File: config.mk
export PLATFORM = sky130hd
export DESIGN_NAME = utf8_to_utf16_transcoder_top
export DESIGN_NICKNAME = d
export VERILOG_FILES = /design/src/hw/rtl/u8u16_pkg.sv /design/src/hw/rtl/utf8_to_utf16_transcoder_top.sv
export SDC_FILE = /design/constraint.sdc
export NUM_CORES = 1
export LEC_CHECK = 0
export BUFFER_PORTS_ARGS = -buffer_cell sky130_fd_sc_hd__buf_2
export CAP_MARGIN = 0
export CELL_PAD_IN_SITES_DETAIL_PLACEMENT = 1
export CELL_PAD_IN_SITES_GLOBAL_PLACEMENT = 2
export CORE_MARGIN = 3
export CORE_UTILIZATION = 43
export DETAILED_ROUTE_END_ITERATION = 16
export PLACE_DENSITY_LB_ADDON = 0.1
export SLEW_MARGIN = 0
export SYNTH_ARGS = -nofsm -noshare
export SYNTH_HDL_FRONTEND = slang
export SYNTH_SLANG_ARGS = --single-unit
File: constraint.sdc
create_clock -name aclk -period 9.4 [get_ports aclk]
set_input_delay 0.94 -clock aclk [delete_from_list [all_inputs] [get_ports aclk]]
set_output_delay 0.94 -clock aclk [all_outputs]
set_load 0.01 [all_outputs]
File: src/hw/rtl/u8u16_pkg.sv
// Shared constants and types for the UTF-8 to UTF-16 transcoder.
// No dependencies; used by the top level.
`default_nettype none

package u8u16_pkg;

    // Replacement unit for every rejected sequence.
    localparam logic [15:0] REPL_UNIT  = 16'hFFFD;
    localparam logic [20:0] MAX_CP     = 21'h10FFFF;
    localparam logic [20:0] SURR_FIRST = 21'h00D800;
    localparam logic [20:0] SURR_LAST  = 21'h00DFFF;
    localparam logic [20:0] PLANE1     = 21'h010000;
    localparam logic [15:0] HI_BASE    = 16'hD800;
    localparam logic [15:0] LO_BASE    = 16'hDC00;

    // Smallest code point for two, three and four byte forms.
    localparam logic [20:0] MIN_TWO    = 21'h000080;
    localparam logic [20:0] MIN_THREE  = 21'h000800;
    localparam logic [20:0] MIN_FOUR   = 21'h010000;

    localparam int WIN_DEPTH = 4;

    typedef logic [20:0] code_point_t;
    typedef logic [7:0]  byte_t;

endpackage

`default_nettype wire

File: src/hw/rtl/utf8_to_utf16_transcoder_top.sv
// UTF-8 to UTF-16 transcoder: top level with window, sequencer and output stage.
// Depends on u8u16_pkg for constants and types.
//
// Channel   Dir  Handshake          Payload
// s_ (in)   in   s_tvalid/s_tready  s_tdata = data_byte, s_tlast = final_byte
// m_ (out)  out  m_tvalid/m_tready  m_tdata = code_unit, m_tlast = run_last,
//                                   m_tuser = stream_end
//
// One byte is taken at a time; s_tready is high only while the sequencer waits for a byte.
// Each byte is accepted in ST_IDLE; ST_LEAD then looks at the lead of the window for each
// sequence (the last look finds the window empty or short), ST_CONT merges each continuation
// byte through the shared shift-and-merge unit, ST_CHECK checks each decoded sequence,
// ST_LOW sends the low half of a surrogate pair and ST_FLUSH closes the byte; the sequencer
// waits while m_tready stalls and the output stage is full.
// aresetn is synchronous and active low; it empties the window and the output stage.
`default_nettype none

module utf8_to_utf16_transcoder_top (
    input  wire         aclk,
    input  wire         aresetn,
    input  wire         s_tvalid,
    output logic        s_tready,
    input  wire  [7:0]  s_tdata,    // [7:0] data_byte
    input  wire         s_tlast,
    output logic        m_tvalid,
    input  wire         m_tready,
    output logic [15:0] m_tdata,    // [15:0] code_unit
    output logic        m_tlast,
    output logic        m_tuser     // [0] stream_end
);

    localparam logic [2:0] ST_IDLE  = 3'd0;
    localparam logic [2:0] ST_LEAD  = 3'd1;
    localparam logic [2:0] ST_CONT  = 3'd2;
    localparam logic [2:0] ST_CHECK = 3'd3;
    localparam logic [2:0] ST_LOW   = 3'd4;
    localparam logic [2:0] ST_FLUSH = 3'd5;

    logic [2:0]              state_reg, state_next;
    u8u16_pkg::byte_t        win_reg  [u8u16_pkg::WIN_DEPTH];
    u8u16_pkg::byte_t        win_next [u8u16_pkg::WIN_DEPTH];
    u8u16_pkg::byte_t        win_drop [u8u16_pkg::WIN_DEPTH];
    logic [2:0]              cnt_reg, cnt_next;
    logic                    fin_reg, fin_next;
    u8u16_pkg::code_point_t  cp_reg, cp_next;
    logic [1:0]              extra_reg, extra_next;
    logic [1:0]              idx_reg, idx_next;
    logic [15:0]             low_reg, low_next;
    logic                    pend_valid_reg, pend_valid_next;
    logic [15:0]             pend_unit_reg, pend_unit_next;
    logic                    out_valid_reg, out_valid_next;
    logic [15:0]             out_unit_reg, out_unit_next;
    logic                    out_last_reg, out_last_next;
    logic                    out_end_reg, out_end_next;

    logic                    slot_free;
    logic                    emit_ok;
    logic                    emit_req;
    logic [15:0]             emit_unit;
    logic                    flush_req;
    logic                    drop_req;
    logic [2:0]              drop_k;
    logic [2:0]              lead_len;
    logic                    lead_bad;
    logic [1:0]              lead_extra;
    u8u16_pkg::code_point_t  lead_bits;
    u8u16_pkg::byte_t        cont_byte;
    u8u16_pkg::code_point_t  cp_off;
    logic                    cp_reject;

    assign slot_free = !out_valid_reg || m_tready;
    // A new unit parks in the pending register; the older one moves to the output stage.
    assign emit_ok   = !pend_valid_reg || slot_free;

    assign s_tready  = (state_reg == ST_IDLE);
    assign m_tvalid  = out_valid_reg;
    assign m_tdata   = out_unit_reg;
    assign m_tlast   = out_last_reg;
    assign m_tuser   = out_end_reg;

    // Lead byte decode.
    always_comb begin
        lead_bad   = 1'b0;
        lead_extra = 2'd0;
        lead_bits  = '0;
        if (!win_reg[0][7]) begin
            lead_bits = {14'd0, win_reg[0][6:0]};
        end else if (win_reg[0][7:5] == 3'b110) begin
            lead_extra = 2'd1;
            lead_bits  = {16'd0, win_reg[0][4:0]};
        end else if (win_reg[0][7:4] == 4'b1110) begin
            lead_extra = 2'd2;
            lead_bits  = {17'd0, win_reg[0][3:0]};
        end else if (win_reg[0][7:3] == 5'b11110) begin
            lead_extra = 2'd3;
            lead_bits  = {18'd0, win_reg[0][2:0]};
        end else begin
            lead_bad = 1'b1;
        end
        lead_len = {1'b0, lead_extra} + 3'd1;
    end

    assign cont_byte = win_reg[idx_reg];
    assign cp_off    = cp_reg - u8u16_pkg::PLANE1;

    always_comb begin
        cp_reject = (cp_reg > u8u16_pkg::MAX_CP) ||
                    ((cp_reg >= u8u16_pkg::SURR_FIRST) && (cp_reg <= u8u16_pkg::SURR_LAST));
        case (extra_reg)
            2'd1:    cp_reject = cp_reject || (cp_reg < u8u16_pkg::MIN_TWO);
            2'd2:    cp_reject = cp_reject || (cp_reg < u8u16_pkg::MIN_THREE);
            2'd3:    cp_reject = cp_reject || (cp_reg < u8u16_pkg::MIN_FOUR);
            default: cp_reject = cp_reject;
        endcase
    end

    // Window with the oldest drop_k bytes removed.
    always_comb begin
        for (int i = 0; i < u8u16_pkg::WIN_DEPTH; i++) begin
            if (i + int'(drop_k) < u8u16_pkg::WIN_DEPTH) begin
                win_drop[i] = win_reg[i + int'(drop_k)];
            end else begin
                win_drop[i] = win_reg[i];
            end
        end
    end

    // Sequencer.
    always_comb begin
        state_next = state_reg;
        cnt_next   = cnt_reg;
        fin_next   = fin_reg;
        cp_next    = cp_reg;
        extra_next = extra_reg;
        idx_next   = idx_reg;
        low_next   = low_reg;
        emit_req   = 1'b0;
        emit_unit  = u8u16_pkg::REPL_UNIT;
        flush_req  = 1'b0;
        drop_req   = 1'b0;
        drop_k     = 3'd1;

        case (state_reg)
            ST_IDLE: begin
                if (s_tvalid) begin
                    fin_next   = s_tlast;
                    cnt_next   = cnt_reg + 3'd1;
                    state_next = ST_LEAD;
                end
            end
            ST_LEAD: begin
                if (cnt_reg == 3'd0) begin
                    state_next = ST_FLUSH;
                end else if (lead_bad) begin
                    if (emit_ok) begin
                        emit_req = 1'b1;
                        drop_req = 1'b1;
                        cnt_next = cnt_reg - 3'd1;
                    end
                end else if (cnt_reg < lead_len) begin
                    // Sequence still short: wait for more bytes unless the string has ended.
                    if (!fin_reg) begin
                        state_next = ST_FLUSH;
                    end else if (emit_ok) begin
                        emit_req   = 1'b1;
                        cnt_next   = 3'd0;
                        state_next = ST_FLUSH;
                    end
                end else begin
                    cp_next    = lead_bits;
                    extra_next = lead_extra;
                    idx_next   = 2'd1;
                    state_next = (lead_extra == 2'd0) ? ST_CHECK : ST_CONT;
                end
            end
            ST_CONT: begin
                if (cont_byte[7:6] != 2'b10) begin
                    // Only the lead goes; the rest of the window is scanned again.
                    if (emit_ok) begin
                        emit_req   = 1'b1;
                        drop_req   = 1'b1;
                        cnt_next   = cnt_reg - 3'd1;
                        state_next = ST_LEAD;
                    end
                end else begin
                    cp_next  = {cp_reg[14:0], cont_byte[5:0]};
                    idx_next = idx_reg + 2'd1;
                    if (idx_reg == extra_reg) begin
                        state_next = ST_CHECK;
                    end
                end
            end
            ST_CHECK: begin
                if (emit_ok) begin
                    emit_req = 1'b1;
                    drop_req = 1'b1;
                    drop_k   = {1'b0, extra_reg} + 3'd1;
                    cnt_next = cnt_reg - drop_k;
                    low_next = u8u16_pkg::LO_BASE | {6'd0, cp_off[9:0]};
                    if (cp_reject) begin
                        emit_unit  = u8u16_pkg::REPL_UNIT;
                        state_next = ST_LEAD;
                    end else if (cp_reg < u8u16_pkg::PLANE1) begin
                        emit_unit  = cp_reg[15:0];
                        state_next = ST_LEAD;
                    end else begin
                        emit_unit  = u8u16_pkg::HI_BASE | {6'd0, cp_off[19:10]};
                        state_next = ST_LOW;
                    end
                end
            end
            ST_LOW: begin
                if (emit_ok) begin
                    emit_req   = 1'b1;
                    emit_unit  = low_reg;
                    state_next = ST_LEAD;
                end
            end
            ST_FLUSH: begin
                if (!pend_valid_reg || slot_free) begin
                    flush_req  = pend_valid_reg;
                    if (fin_reg) begin
                        cnt_next = 3'd0;
                    end
                    state_next = ST_IDLE;
                end
            end
            default: begin
                state_next = ST_IDLE;
            end
        endcase
    end

    // Window contents.
    always_comb begin
        for (int i = 0; i < u8u16_pkg::WIN_DEPTH; i++) begin
            win_next[i] = drop_req ? win_drop[i] : win_reg[i];
        end
        if (s_tvalid && s_tready) begin
            win_next[cnt_reg[1:0]] = s_tdata;
        end
    end

    // Pending unit and output stage.
    always_comb begin
        pend_valid_next = pend_valid_reg;
        pend_unit_next  = pend_unit_reg;
        out_valid_next  = out_valid_reg && !m_tready;
        out_unit_next   = out_unit_reg;
        out_last_next   = out_last_reg;
        out_end_next    = out_end_reg;
        if (emit_req) begin
            if (pend_valid_reg) begin
                out_valid_next = 1'b1;
                out_unit_next  = pend_unit_reg;
                out_last_next  = 1'b0;
                out_end_next   = 1'b0;
            end
            pend_valid_next = 1'b1;
            pend_unit_next  = emit_unit;
        end else if (flush_req) begin
            out_valid_next  = 1'b1;
            out_unit_next   = pend_unit_reg;
            out_last_next   = 1'b1;
            out_end_next    = fin_reg;
            pend_valid_next = 1'b0;
        end
    end

    always_ff @(posedge aclk) begin
        if (!aresetn) begin
            state_reg      <= ST_IDLE;
            cnt_reg        <= 3'd0;
            pend_valid_reg <= 1'b0;
            out_valid_reg  <= 1'b0;
        end else begin
            state_reg      <= state_next;
            cnt_reg        <= cnt_next;
            pend_valid_reg <= pend_valid_next;
            out_valid_reg  <= out_valid_next;
        end
    end

    always_ff @(posedge aclk) begin
        for (int i = 0; i < u8u16_pkg::WIN_DEPTH; i++) begin
            win_reg[i] <= win_next[i];
        end
        fin_reg       <= fin_next;
        cp_reg        <= cp_next;
        extra_reg     <= extra_next;
        idx_reg       <= idx_next;
        low_reg       <= low_next;
        pend_unit_reg <= pend_unit_next;
        out_unit_reg  <= out_unit_next;
        out_last_reg  <= out_last_next;
        out_end_reg   <= out_end_next;
    end

endmodule

`default_nettype wire

==> results by group, run 1 <==
Outcome
  – Status: finished clean

Final layout
  – Area Growth Syn to Fin: 9.47%
  – Final nets: 660
  – Share of layout cells above drive strength 1: 0.128
  – Max FFs per register: 32
  – Antenna cell count: 0

STA
  – Setup TNS: 0 ns
  – RSZ-0062 raised after global routing: false
  – Final setup fails: 0
  – Setup Skew: around 0.011 ns
  – FMAX: 0.262 GHz
  – Tcrit/Tclk final: 0.406
  – Fin. Hold Viols: 0
  – Worst-Margin Slew: 1.04 ns
  – Minimum clock period: roughly 3.8 ns
  – Worst slew margin: 0.299
  – Final worst slack: 5.58 ns
  – Max-slew violation count: 0

Worst setup path
  – Cell family with most CP delay: simple AND/OR/NAND/NOR gates
  – CP required: 9.67 ns
  – Worst R2R Path Depth: 12
  – Maximum fanout along the worst path: 26
  – Crit-path slowest cell: nand3_2
  – CP Capture Type: flip-flop
  – Crit Path Class: primary input to flip-flop
  – Crit path largest cell delay: roughly 0.61 ns
  – Critical path depth: 11
  – Critical Path, Cell by Cell: buf_2 > nand3b_1 > nand3_2 > inv_2 > ha_1 > inv_1 > nand3_1 > o21ai_0 > a22oi_4 > nand2_1 > o221ai_1
  – WP data arrival: 4.09 ns
  – CP Buf/Inv Count: 3
  – CP startpoint kind: primary input

Hold path
  – WHS Path Cells: 0
  – Hold Path Class: flip-flop to flip-flop

Global routing
  – Met1 global-route usage: 0.287
  – GRT Max-Usage Layer: met2
  – First-pass GRT wire length: around 28000 um
  – Initial antenna violation count: 0
  – Gr usage total: 0.224
  – Pin count of the biggest net entering global routing: 33
  – Global Route met2 Usage: 0.385
  – Vias in the first global route: 5153
  – Total global routing overflow: 0
  – Met3 Resource Use GR: 0.0333

Die
  – Starting Density: 0.441
  – Die ar.: 15800 sq um
  – Rows: 43
  – I/O pin cnt: 33
  – Die W: ~130 um
  – Die height: 126 um
  – Core region area: 13900 sq um

Clocking
  – CTS buffer count: 9
  – Root buffer cell: clkbuf_16
  – CTS tree: yes
  – # Post-CTS Setup Buffers: 0
  – Longest Clk Path Bufs: 2
  – CTS clk-pin slew, worst paths: ~0.07 ns
  – Post-CTS Hold Fix Bufs: 0
  – Worst skew pair latency: 0.36 ns
  – CTS Sinks: 112
  – Post-cts resize count: 0
  – CTS H-tree depth: 3

Synthesis
  – Syn_nets: roughly 650
  – Yosys warnings: 0
  – Area leader, netlist: edfxtp_1
  – Sequential share of the synthesized area: 0.479
  – Synth top area cells: edfxtp_1, dfxtp_1, nand2_1
  – Cells after Synth: 618
  – Synth async-reset ratio: 0
  – Syn Area/Cell: 9.94 sq um
  – Yosys top cell area share: 0.342
  – Distinct cell type count after synthesis: 73
  – Post-synth EDFFs: 70
  – Synthesized area: between 6000 and 7000 sq um
  – Synthesized flop and latch total: 112
  – Synth Flop Type: edfxtp_1

Routing
  – DR vias/cell: 5.93
  – Post-Route WL: 17300 um
  – Drt pass-1 iters: 4
  – DRT antenna net count: 0
  – DRC: 0
  – Wire per inst: 21.3 um
  – Via count: 4824
  – Drt initial violations: 352

Power and ir drop
  – Leak Pwr: 2.63 nW
  – VDD IR max: 115 uV
  – Pwr dens: 332 nW/um^2

Flow run
  – Maxcap violations: 0

Placement
  – IO Port Bufs: 32
  – Hpwl dp: 12600 um
  – Pre-CTS setup slack: between 5 and 6 ns
  – Gpl congestion: 0.853
==> power by group <==
group / switching [W] / internal [W]
clock: 0.000196 / 0.000215
sequential: 0.000180 / 0.000715
combinational: 0.000550 / 0.000373
total: 0.000926 / 0.00130
==> layout by cell type (no fill, tap or decap), types with 11 or more instances in the layout <==
cell,instances
mux2i_1,20
nand3_1,26
inv_1,28
ha_1,17
o22ai_1,16
dfxtp_1,42
buf_2,32
edfxtp_1,70
a21oi_1,41
and2_1,15
o21ai_0,20
o211a_1,11
nand2_1,89
a221o_1,16
nor2_1,44
==> synthesized netlist by cell type, types with 4 or more instances <==
| library cell | instances |
|---|---|
| a21oi_1 | 41 |
| or2_2 | 4 |
| a221o_1 | 16 |
| nor2_1 | 44 |
| o221ai_1 | 9 |
| o22ai_1 | 16 |
| nand4_1 | 4 |
| and3_1 | 7 |
| o21ai_0 | 20 |
| a211oi_1 | 4 |
| nand2b_1 | 9 |
| clkbuf_1 | 23 |
| xnor2_1 | 5 |
| mux2i_1 | 20 |
| dfxtp_1 | 42 |
| buf_2 | 6 |
| nand3b_1 | 4 |
| o211a_1 | 11 |
| edfxtp_1 | 70 |
| and2_1 | 15 |
| inv_1 | 28 |
| nand2_1 | 89 |
| nor3_1 | 9 |
| mux4_2 | 7 |
| nand3_1 | 26 |
| ha_1 | 17 |
==> routing by layer <==
metal / part of all wire / wire [um] / up-vias
li1: - / - / 2299
met1: 0.44 / 7650 / 2411
met2: 0.51 / 8860 / 88
met3: 0.027 / 467 / 26
met4: 0.019 / 332 / 0
met5: 0 / 0 / -
==> final timing paths <==
path	startpoint	endpoint	slack [ns]
min reg2reg	pend_unit_reg[3]	m_tdata[3]	0.43
max	m_tready	win_reg[3][4]	5.58
min	pend_unit_reg[3]	m_tdata[3]	0.43
max reg2reg	win_reg[0][7]	cp_reg[19]	5.61
==> per-stage QoR <==
| step | power [W] | hold slack (ns) | std cells | cell area [sq um] | utilization |
|---|---|---|---|---|---|
| finish | 0.00223 | 0.426 | 814 | 6720 | 0.483 |
| global route | 0.00239 | 0.434 | 814 | 6720 | 0.483 |
| CTS | 0.00224 | 0.425 | 814 | 6720 | 0.483 |
| detailed placement | 0.00183 | 0.406 | 798 | 6400 | 0.460 |
| global placement | 0.00179 | 0.402 | 798 | 6400 | 0.460 |
| floorplan | 0.00154 | 0.400 | 618 | 6140 | - |
==> cell type report <==
type	instances	area [sq um]
multi-input combinational	440	2930
sequential	112	2940
inverter	30	113
fill	1568	7210
clock inverter	7	95.1
tap	180	225
timing repair buffer	36	190
clock buffer	9	225
==> worst register-to-register path: cells and delay by family (launching register included) <==
| kind | cells | cell delay, ns |
|---|---|---|
| fa+ha+maj | 2 | 0.57 |
| flops | 1 | 0.57 |
| compound gates | 2 | 0.51 |
| buf+inv | 3 | 0.79 |
| simple gates | 5 | 0.99 |
==> logic make-up (layout without fill, tap and decap cells) <==
family / after synthesis / in the layout / share of synthesized area
AO/OA/AOI/OAI: 155 / 155 / 0.186
buffers and inverters: 66 / 82 / 0.0442
multiplexers: 30 / 30 / 0.0638
adder cells (fa/ha/maj): 18 / 18 / 0.0379
XOR/XNOR: 6 / 6 / 0.00856
AND/OR/NAND/NOR: 231 / 231 / 0.181
flip-flops: 112 / 112 / 0.479
Note: power is estimated with default switching activity, not from simulation.
==> inputs of run 2 (changes only) <==
- CORE_UTILIZATION: 43 -> 40
- clock period: 9.4 -> 3.9 ns (I/O delays scaled with it)
==> results by group, run 2 (same netlist as run 1, synthesis figures left out) <==
STA
  – Minimum clock period: 3.43 ns
  – Setup TNS: 0 ns (unchanged)
  – FMAX: slightly below 0.3 GHz
  – Fin. Hold Viols: 0 (unchanged)
  – Worst-Margin Slew: 1.01 ns (-0.0287 ns)
  – Final setup fails: 0 (unchanged)
  – Setup Skew: 0.0120 ns (+0.000929 ns)
  – Tcrit/Tclk final: 0.878
  – Final worst slack: 0.475 ns (-5.11 ns)
  – Worst slew margin: 0.325 (+0.0265)
  – RSZ-0062 raised after global routing: false
  – Max-slew violation count: 0 (unchanged)
  – Hold WS: 0.218 ns (-0.208 ns)

Final layout
  – Final nets: 674 (+2.1%)
  – Filler cells: 1680 (+7.1%)
  – Max FFs per register: 32 (unchanged)
  – Antenna cell count: 0 (unchanged)
  – Commonest non-fill, non-tap cell in the layout: nand2_1
  – Non-Filler Instances: 832 (+2.2%)
  – Share of layout cells above drive strength 1: 0.145 (+0.0173)
  – Commonest non-fill, non-tap cells in the layout: nand2_1, edfxtp_1, nor2_1
  – Storage cell area: 2940 sq um (unchanged)
  – Area Growth Syn to Fin: 10.6%
  – Multi-input gate area: 2930 sq um (unchanged)

Worst setup path
  – CP Capture Type: flip-flop
  – Crit Path Class: flip-flop to flip-flop
  – WP data arrival: 3.46 ns (-0.63 ns)
  – Worst reg2reg setup slack: 0.47 ns (-5.14 ns)
  – CP startpoint kind: flip-flop
  – CP required: 3.93 ns (-5.74 ns)
  – Maximum fanout along the worst path: 18 (-31%)

Routing
  – DRC: 0 (unchanged)
  – DRT antenna net count: 0 (unchanged)
  – Post-Route WL: 16500 um (-4.7%)
  – Drt initial violations: 189 (-46%)
  – Wire per inst: 19.8 um (-6.7%)
  – Via count: 4810 (-0.29%)
  – Drt pass-1 iters: 4 (unchanged)
  – DR vias/cell: 5.78 (-2.4%)

Clocking
  – Longest Clk Path Bufs: 2 (unchanged)
  – CTS tree: yes
  – CTS buffer count: 9 (unchanged)
  – CTS clk-pin slew, worst paths: 0.08 ns (about the same)
  – CTS Sinks: 112 (unchanged)
  – Post-CTS Hold Fix Bufs: 0 (unchanged)
  – Worst skew pair latency: 0.35 ns (about the same)
  – # Post-CTS Setup Buffers: 0 (unchanged)
  – Post-cts resize count: 0 (unchanged)
  – CTS H-tree depth: 3 (unchanged)
  – Root buffer cell: clkbuf_16

Placement
  – Cells after DPL: 816 (+2.3%)
  – Hpwl dp: 12100 um (-4.3%)
  – Pre-CTS setup slack: 0.485 ns (-4.78 ns)
  – IO Port Bufs: 32 (unchanged)
  – Gpl congestion: 0.824 (-3.3%)

Hold path
  – Hold Path Class: primary input to flip-flop

Flow run
  – Maxcap violations: 0 (unchanged)

Die
  – Die height: 130 um (+3.5%)
  – I/O pin cnt: 33 (unchanged)
  – Core region area: 14800 sq um (+5.9%)
  – Starting Density: 0.416 (-0.0245)
  – Die W: 130 um (+3.5%)
  – Rows: 44 (+2.3%)
  – Die ar.: 16900 sq um (+7.1%)

Global routing
  – Total global routing overflow: 0 (unchanged)
  – Pin count of the biggest net entering global routing: 33 (unchanged)
  – Initial antenna violation count: 0 (unchanged)
  – Gr usage total: 0.204 (-0.0205)
  – Vias in the first global route: 4983 (-3.3%)
  – First-pass GRT wire length: 26800 um (-4.4%)

Power and ir drop
  – Pwr dens: 776 nW/um^2 (+130%)
  – VDD IR max: 267 uV (+130%)
  – Leak Pwr: 2.68 nW (+2.0%)
  – Total design power: 0.00527 W (+140%)

Outcome
  – Status: finished clean
-- run 2: cell types whose count changed in the layout (fill, tap and decap cells not counted) --
cell       change
inv_6          +2
buf_4         +14
clkbuf_1       +1
inv_8          -1
bufinv_16      -1
clkinv_2       +1
clkinv_4       -1
clkinv_8       -1
-- run 2: per-stage QoR --
| step | cell area, sq um | utilization |
|---|---|---|
| after floorplan | 6140 | - |
| final | 6790 | 0.460 |
| after detailed placement | 6510 | 0.441 |
| after global placement | 6510 | 0.441 |
| after CTS | 6790 | 0.460 |
| after global routing | 6790 | 0.460 |
-- run 2: worst max-delay path, cell delays in order, from the launching register on --
cell       delay [ns]
dfxtp_1          0.51
nand2_1          0.12
a21oi_1          0.23
inv_1            0.07
ha_1             0.28
inv_1            0.04
ha_1             0.30
a21o_1           0.19
a21o_1           0.18
nor2_1           0.31
a2111oi_4        0.14
or2_1            0.30
a21boi_1         0.17
buf_4            0.26
-- run 2: layout make-up --
class / count / area share
clock buffers: 10 / 0.0337
multi-input cells: 440 / 0.432
repair buffers: 50 / 0.0435
flip-flops and latches: 112 / 0.433
well taps: 184 / 0.0339
clock inverters: 6 / 0.00755
inverters: 30 / 0.0166
-- run 2: where the power goes --
part	switching [W]	internal (W)	leakage, nW
combinational	0.00135	0.000957	1.59
clock	0.000435	0.000446	0.140
sequential	0.000368	0.00172	0.947
-- run 2: final timing paths --
check / to / cells after the start / from
min: fin_reg / 1 / s_tlast
max: m_tdata[2] / 13 / win_reg[0][7]
min reg2reg: m_tdata[6] / 0 / pend_unit_reg[6]
max reg2reg: m_tdata[2] / 13 / win_reg[0][7]
-- run 2: routing by layer --
layer	GRT usage	vias up	wire [um]
li1	-	2340	-
met1	0.265	2369	7660
met2	0.351	77	8090
met3	0.0258	24	423
met4	0.0697	0	325
met5	0	-	0
